### src/rtl/core/ucp_pkg.sv
// ucp_pkg: shared types and constants for the serial clock command parser.
// Used by ucp_ctrl, ucp_datapath and uart_clock_command_parser. No dependencies.
package ucp_pkg;

  localparam logic [7:0] CH_START = 8'h26;  // '&'
  localparam logic [7:0] CH_END   = 8'h2E;  // '.'
  localparam logic [7:0] CH_ZERO  = 8'h30;  // '0'

  // command characters at frame position 1
  localparam logic [7:0] CH_CMD_LIGHT   = 8'h31;
  localparam logic [7:0] CH_CMD_TIME    = 8'h32;
  localparam logic [7:0] CH_CMD_DISPLAY = 8'h33;
  localparam logic [7:0] CH_CMD_COUNT   = 8'h34;
  localparam logic [7:0] CH_CMD_AUTOOFF = 8'h35;
  localparam logic [7:0] CH_CMD_ALARM   = 8'h37;

  // display clamp thresholds, as characters
  localparam logic [7:0] CH_TWO  = 8'h32;
  localparam logic [7:0] CH_FOUR = 8'h34;

  localparam int OUT_W = 56;  // packed result width, whole bytes

  typedef enum logic [2:0] {
    CMD_NONE    = 3'd0,
    CMD_LIGHT   = 3'd1,
    CMD_TIME    = 3'd2,
    CMD_DISPLAY = 3'd3,
    CMD_COUNT   = 3'd4,
    CMD_AUTOOFF = 3'd5,
    CMD_ALARM   = 3'd6
  } cmd_t;

  typedef enum logic [1:0] {
    ST_IDLE,
    ST_DECODE,
    ST_ECHO
  } state_t;

  // controller -> datapath
  typedef struct packed {
    logic accept;  // store the incoming byte
    logic decode;  // decode the finished frame
    logic load;    // load next echo result into the output register
  } ctrl_t;

  // datapath -> controller
  typedef struct packed {
    logic byte_end;   // incoming byte is the terminator
    logic echo_last;  // next echo result is the final one
    logic out_free;   // output register can take a result
  } status_t;

endpackage

### src/rtl/core/ucp_ctrl.sv
// ucp_ctrl: sequencing state machine for the command parser.
// Depends on ucp_pkg; drives ucp_datapath through ctrl_t, reads status_t.
module ucp_ctrl (
  input  logic             clk,
  input  logic             rst,
  input  logic             s_tvalid,
  output logic             s_tready,
  input  ucp_pkg::status_t status,
  output ucp_pkg::ctrl_t   ctrl
);

  ucp_pkg::state_t state, state_next;

  always_ff @(posedge clk) begin
    if (rst) begin
      state <= ucp_pkg::ST_IDLE;
    end else begin
      state <= state_next;
    end
  end

  always_comb begin
    state_next  = state;
    s_tready    = 1'b0;
    ctrl.accept = 1'b0;
    ctrl.decode = 1'b0;
    ctrl.load   = 1'b0;
    unique case (state)
      ucp_pkg::ST_IDLE: begin
        s_tready = 1'b1;
        if (s_tvalid) begin
          ctrl.accept = 1'b1;
          if (status.byte_end) state_next = ucp_pkg::ST_DECODE;
        end
      end
      ucp_pkg::ST_DECODE: begin
        ctrl.decode = 1'b1;
        state_next  = ucp_pkg::ST_ECHO;
      end
      ucp_pkg::ST_ECHO: begin
        if (status.out_free) begin
          ctrl.load = 1'b1;
          if (status.echo_last) state_next = ucp_pkg::ST_IDLE;
        end
      end
      default: state_next = ucp_pkg::ST_IDLE;
    endcase
  end

endmodule

### src/rtl/core/ucp_datapath.sv
// ucp_datapath: frame store, command decode, settings registers and output register.
// Depends on ucp_pkg; controlled by ucp_ctrl.
module ucp_datapath #(
  parameter int FRAME_LEN = 11
) (
  input  logic                       clk,
  input  logic                       rst,
  input  ucp_pkg::ctrl_t             ctrl,
  output ucp_pkg::status_t           status,
  input  logic [7:0]                 s_tdata,
  output logic                       m_tvalid,
  input  logic                       m_tready,
  output logic [ucp_pkg::OUT_W-1:0]  m_tdata,
  output logic                       m_tlast
);

  localparam int AW = $clog2(FRAME_LEN);
  localparam int IW = $clog2(FRAME_LEN + 1);
  localparam logic [IW-1:0] LAST_POS = IW'(FRAME_LEN - 1);

  logic [7:0]    frame [FRAME_LEN];
  logic [7:0]    padded [FRAME_LEN];
  logic [IW-1:0] wr_idx;
  logic [IW-1:0] rd_idx;
  logic [IW-1:0] base_idx;
  logic [IW-1:0] rd_inc;

  logic [7:0]    light_reg, display_reg, auto_off_reg;
  ucp_pkg::cmd_t cmd_reg;
  logic [7:0]    hour_reg, minute_reg;

  logic [7:0]    d3, d4, d6, d7, hour_calc, minute_calc, echo_byte;

  // positions at or past the count read as terminator padding
  always_comb begin
    for (int i = 0; i < FRAME_LEN; i++) begin
      padded[i] = (IW'(i) < wr_idx) ? frame[i] : ucp_pkg::CH_END;
    end
  end

  assign d3          = padded[3] - ucp_pkg::CH_ZERO;
  assign d4          = padded[4] - ucp_pkg::CH_ZERO;
  assign d6          = padded[6] - ucp_pkg::CH_ZERO;
  assign d7          = padded[7] - ucp_pkg::CH_ZERO;
  assign hour_calc   = d3 * 8'd10 + d4;
  assign minute_calc = d6 * 8'd10 + d7;

  assign base_idx = (s_tdata == ucp_pkg::CH_START || wr_idx > LAST_POS) ? '0 : wr_idx;
  assign rd_inc   = rd_idx + 1'b1;
  assign echo_byte = padded[rd_idx[AW-1:0]];

  assign status.byte_end  = (s_tdata == ucp_pkg::CH_END);
  assign status.echo_last = (rd_inc == wr_idx);
  assign status.out_free  = !m_tvalid || m_tready;

  always_ff @(posedge clk) begin
    if (ctrl.accept) frame[base_idx[AW-1:0]] <= s_tdata;
  end

  always_ff @(posedge clk) begin
    if (rst) begin
      wr_idx       <= '0;
      rd_idx       <= '0;
      light_reg    <= 8'd1;
      display_reg  <= 8'd0;
      auto_off_reg <= 8'd0;
    end else begin
      if (ctrl.accept) wr_idx <= base_idx + 1'b1;
      if (ctrl.decode) begin
        rd_idx <= '0;
        unique case (padded[1])
          ucp_pkg::CH_CMD_LIGHT:   light_reg <= d3;
          ucp_pkg::CH_CMD_DISPLAY: begin
            if (display_reg == 8'd0) begin
              display_reg <= (padded[3] < ucp_pkg::CH_TWO) ? d3 : 8'd1;
            end else begin
              display_reg <= (padded[3] < ucp_pkg::CH_FOUR) ? d3 : 8'd0;
            end
          end
          ucp_pkg::CH_CMD_COUNT:   display_reg <= 8'd1;
          ucp_pkg::CH_CMD_AUTOOFF: auto_off_reg <= d3;
          default: ;
        endcase
      end
      if (ctrl.load) begin
        rd_idx <= rd_inc;
        if (status.echo_last) wr_idx <= '0;
      end
    end
  end

  // command code and reported time, captured at decode
  always_ff @(posedge clk) begin
    if (ctrl.decode) begin
      hour_reg   <= 8'd0;
      minute_reg <= 8'd0;
      unique case (padded[1])
        ucp_pkg::CH_CMD_LIGHT:   cmd_reg <= ucp_pkg::CMD_LIGHT;
        ucp_pkg::CH_CMD_DISPLAY: cmd_reg <= ucp_pkg::CMD_DISPLAY;
        ucp_pkg::CH_CMD_AUTOOFF: cmd_reg <= ucp_pkg::CMD_AUTOOFF;
        ucp_pkg::CH_CMD_TIME: begin
          cmd_reg    <= ucp_pkg::CMD_TIME;
          hour_reg   <= hour_calc;
          minute_reg <= minute_calc;
        end
        ucp_pkg::CH_CMD_COUNT: begin
          cmd_reg    <= ucp_pkg::CMD_COUNT;
          hour_reg   <= hour_calc;
          minute_reg <= minute_calc;
        end
        ucp_pkg::CH_CMD_ALARM: begin
          cmd_reg    <= ucp_pkg::CMD_ALARM;
          hour_reg   <= hour_calc;
          minute_reg <= minute_calc;
        end
        default: cmd_reg <= ucp_pkg::CMD_NONE;
      endcase
    end
  end

  // output register
  always_ff @(posedge clk) begin
    if (rst) begin
      m_tvalid <= 1'b0;
    end else if (ctrl.load) begin
      m_tvalid <= 1'b1;
    end else if (m_tready) begin
      m_tvalid <= 1'b0;
    end
  end

  always_ff @(posedge clk) begin
    if (ctrl.load) begin
      m_tlast <= status.echo_last;
      if (status.echo_last) begin
        m_tdata <= {5'd0, minute_reg, hour_reg, auto_off_reg, display_reg,
                    light_reg, cmd_reg, echo_byte};
      end else begin
        m_tdata <= {48'd0, echo_byte};
      end
    end
  end

endmodule

### src/rtl/core/uart_clock_command_parser.sv
// uart_clock_command_parser: top level of the serial clock command parser.
// Depends on ucp_pkg, ucp_ctrl and ucp_datapath.
//
// Each received byte is stored in the frame store; '&' restarts the frame and an
// overlong frame wraps to position 0. On the '.' terminator the block leaves idle,
// decodes the command at position 1 in the decode state, then in the echo state
// sends the frame bytes back one per cycle while the output register is free, the
// command fields on the last one (m_tlast). No new byte is taken (s_tready low)
// until all N bytes have been echoed, N the frame length so far (at most
// FRAME_LEN), read through the single echo read port of the frame store. Settings
// reset to light 1, display 0, auto-off 0. The final echo result may wait in the
// output register while the next byte is taken.
module uart_clock_command_parser #(
  parameter int FRAME_LEN = 11
) (
  input  logic                       clk,
  input  logic                       rst,
  input  logic                       s_tvalid,
  output logic                       s_tready,
  input  logic [7:0]                 s_tdata,   // [7:0] rx_byte
  output logic                       m_tvalid,
  input  logic                       m_tready,
  // [7:0] echo_byte, [10:8] command, [18:11] light_on, [26:19] display_mode,
  // [34:27] auto_off, [42:35] hour_value, [50:43] minute_value, [55:51] zero
  output logic [ucp_pkg::OUT_W-1:0]  m_tdata,
  output logic                       m_tlast    // last_of_run
);

  ucp_pkg::ctrl_t   ctrl;
  ucp_pkg::status_t status;

  ucp_ctrl u_ctrl (
    .clk      (clk),
    .rst      (rst),
    .s_tvalid (s_tvalid),
    .s_tready (s_tready),
    .status   (status),
    .ctrl     (ctrl)
  );

  ucp_datapath #(
    .FRAME_LEN (FRAME_LEN)
  ) u_datapath (
    .clk      (clk),
    .rst      (rst),
    .ctrl     (ctrl),
    .status   (status),
    .s_tdata  (s_tdata),
    .m_tvalid (m_tvalid),
    .m_tready (m_tready),
    .m_tdata  (m_tdata),
    .m_tlast  (m_tlast)
  );

endmodule

### config.mk
export PLATFORM = sky130hd
export DESIGN_NAME = uart_clock_command_parser
export DESIGN_NICKNAME = d
export VERILOG_FILES = /design/src/rtl/core/ucp_pkg.sv /design/src/rtl/core/ucp_ctrl.sv /design/src/rtl/core/ucp_datapath.sv /design/src/rtl/core/uart_clock_command_parser.sv
export SDC_FILE = /design/constraint.sdc
export NUM_CORES = 1
export LEC_CHECK = 0
export BUFFER_PORTS_ARGS = -buffer_cell sky130_fd_sc_hd__buf_2
export CAP_MARGIN = 20
export CORE_MARGIN = 2
export CORE_UTILIZATION = 35
export DETAILED_ROUTE_END_ITERATION = 10
export HOLD_SLACK_MARGIN = 0.08
export MAX_ROUTING_LAYER = met4
export PLACE_DENSITY_LB_ADDON = 0.25
export SYNTH_ARGS = -nofsm -noshare
export SYNTH_HDL_FRONTEND = slang
export SYNTH_HIERARCHICAL = 1
export SYNTH_SLANG_ARGS = --single-unit
### constraint.sdc
create_clock -name clk -period 3.8 [get_ports clk]
set_input_delay 0.38 -clock clk [delete_from_list [all_inputs] [get_ports clk]]
set_output_delay 0.38 -clock clk [all_outputs]
set_load 0.02 [all_outputs]
==> results.txt <==
CTS buffer count = 17
Cell Area, Synth = 9124 sq um
Max clock buf depth = 2
Crit Path Category = flip-flop to flip-flop
die height = 165.5 microns
IO Pins = 71
Synth cell types = 75
Nets = 839
CP dominant cell by count = ha_1
Die Span X = 165.5 microns
outcome = completed
Post-synth EDFFs = 159
GRT overflow = 0
worst path cell trace = a31oi_2 -> buf_4 -> nor2b_1 -> ha_1 -> ha_1 -> fa_1 -> xnor2_1 -> ha_1 -> inv_1 -> ha_1 -> a21oi_1 -> o21ai_0 -> or2_2 -> mux2i_1
area post-placement = 9779 sq um
RSZ-0062 raised after global routing = no
number of fill cells = 2,485
die area = 27,380 sq um
Leak Pwr = 3.810 nW
WP data required = 4.08 ns
WHS Path Cells = 3
Top FF cell, synth = edfxtp_1
Pwr Density = 416.2 nW/um^2
Syn Inst Count = 724
crit end category = flip-flop
Largest register FFs = 88
# rows = 59
Cell Count, Final, Fillers Out = 1,132
P&R area growth vs syn = 13.86%
highest clock rate = 0.2909 GHz
number of global-route vias before repair = 5,593
cell total after placement = 1,100
port buffer count = 65
largest net degree at the start of global routing = 46
Tmin final = 3.438 ns
final setup skew = 0.01662 ns
crit path DAT = 3.72 ns
syn_area_per_cell = 12.60 sq um
ys async rst share = 0%
final slew viol count = 0
Starting Density = 35.31%
Multi-input gate area = 3328 sq um
htree depth = 4
Seq cells post-synth = 194
detail-routed via count per cell = 5.193
Util after Layout = 40.21%
CTS Hold Bufs = 0
ant diodes = 0
final WL = 21.43 mm
Period Utilization, post-route = 90.47%
critical path's slowest cell = a31oi_2
Global Route Usage Sum = 16.62%
clock sinks = 194
drc violations = 0
Placer Congestion = 0.8317
Clk Latency, worst-skew pair = 0.44 ns
CTS clk-pin slew, worst paths = 0.08 ns
global-route wire length before repair = 32.60 mm
Finished Cell Area = 10,390 sq um
r2r worst-path depth = 14
Setup TNS Final = 0 ns
Slew HR = 39.78%
final setup violating endpoints = 0
total power = 0.004324 W
Core Footprint = 25,840 sq um
WL per Instance = 18.93 microns
FF/Latch Area = 5475 sq um
final hold violation count = 0
hold crit path type = primary input to flip-flop
CTS root buf = clkbuf_16
yosys warns = 6
Worst IR Drop VDD = 0.0002297 V
antenna violations before repair = 0
Pre-antenna DRT Iters = 4
Detail Placement HPWL = 14.85 mm
CTS tree = yes
Max-Cap Viols = 0
crit-path max cell delay = 0.40 ns
via count = 5,878
ratio of cells with drive above 1 in the final layout = 18.19%
number of routed nets with antenna violations = 0
initial DRC count = 523
CP Max Fanout = 8
worst slew pin tran = 0.9020 ns
critical path launch point type = flip-flop
Seq/Total Area, Yosys = 60.01%
==> per-stage QoR <==
step	setup WS, ns	hold slack (ns)
finish	0.3620	0.2744
global route	0.1096	0.2762
CTS	0.1879	0.2515
detailed placement	0.2420	0.4739
global placement	0.3066	0.4801
floorplan	0.3031	0.4515
==> path summary, 6_finish.rpt <==
kind	startpoint	slack (ns)	to
max	u_datapath/wr_idx[2]	0.36	u_datapath/minute_reg[7]
min	m_tready	0.27	u_datapath/m_tvalid
max reg2reg	u_datapath/wr_idx[2]	0.36	u_datapath/minute_reg[7]
min reg2reg	u_datapath/light_reg[6]	0.49	u_datapath/light_reg[6]
==> layout by cell type (no fill, tap or decap), types with 6 or more instances in the layout <==
cell,instances
nor3_1,12
and3_1,9
nor2_1,59
xor2_1,11
edfxtp_1,159
o21ai_0,10
buf_2,65
nand3_1,6
a22o_1,7
a21oi_1,25
nand2b_1,15
xnor2_1,17
a221oi_1,8
clkbuf_16,18
and2_1,60
ha_1,39
nor2b_1,8
nand2_1,28
buf_4,14
or3_1,7
mux2i_1,8
a211oi_1,10
inv_1,28
dfxtp_1,35
a21o_1,9
==> where the power goes <==
group,internal (W),switching [W],total (W)
Combinational,0.0000699,0.000131,0.000201
Clock,0.000920,0.000886,0.00181
Sequential,0.00231,0.00000987,0.00232
==> synthesized netlist by cell type, types with 5 or more instances <==
cell type / number / area share [%]
a21o_1: 9 / 0.74
nand3_1: 6 / 0.33
and2_1: 61 / 4.2
inv_1: 28 / 1.2
clkbuf_1: 20 / 0.82
o221ai_1: 5 / 0.48
nor2b_1: 8 / 0.55
nor3_1: 12 / 0.66
a22o_1: 7 / 0.67
xor2_1: 11 / 1.1
and3_1: 9 / 0.62
buf_6: 6 / 0.74
o21ai_0: 10 / 0.55
nand2b_1: 15 / 1.0
nand2_1: 28 / 1.2
a211oi_1: 10 / 0.82
o31ai_1: 5 / 0.41
buf_2: 11 / 0.60
xnor2_1: 17 / 1.6
mux2i_1: 8 / 0.88
nor2_1: 59 / 2.4
a21oi_1: 25 / 1.4
edfxtp_1: 159 / 52
or3_1: 7 / 0.48
dfxtp_1: 35 / 7.7
o32ai_1: 5 / 0.48
o211ai_1: 5 / 0.41
buf_4: 5 / 0.41
a221oi_1: 8 / 0.77
or2_2: 5 / 0.34
ha_1: 39 / 5.3
==> timing repair <==
action | 4_1_cts | 5_1_grt
buffers inserted | 0 | 0
endpoints found under the setup margin | 0 | 1
gates resized for setup | 0 | 1
==> layout make-up <==
cell class | instances | area share (%)
flip-flops and latches | 194 | 52.70
repair buffers | 80 | 4.336
well taps | 335 | 4.035
multi-input cells | 461 | 32.04
inverters | 30 | 1.084
clock buffers | 18 | 4.336
clock inverters | 14 | 1.469
==> worst max-delay path, delay by kind of cell, from the launching register on <==
family / cells / cell delay [ns]
AND/OR/NAND/NOR: 2 / 0.36
flip-flops: 1 / 0.37
multiplexers: 1 / 0.12
adder cells (fa/ha/maj): 5 / 1.38
buffers and inverters: 2 / 0.27
AO/OA/AOI/OAI: 3 / 0.65
XOR/XNOR: 1 / 0.14
==> logic make-up after synthesis <==
| logic type | share of synthesized area, % |
|---|---|
| buf+inv | 3.853 |
| simple gates | 14.30 |
| mux | 1.248 |
| compound gates | 11.63 |
| other cells | 0.04110 |
| xor+xnor | 2.688 |
| fa+ha+maj | 6.226 |
| flops | 60.01 |
==> routing by layer <==
| metal | GRT usage, % | share of wire (%) |
|---|---|---|
| met5 | - | 0 |
| met2 | 24.03 | 45 |
| met3 | 2.822 | 5.5 |
| met4 | 5.486 | 1.5 |
| met1 | 23.75 | 48 |
Power figures use the tool's default switching activity.
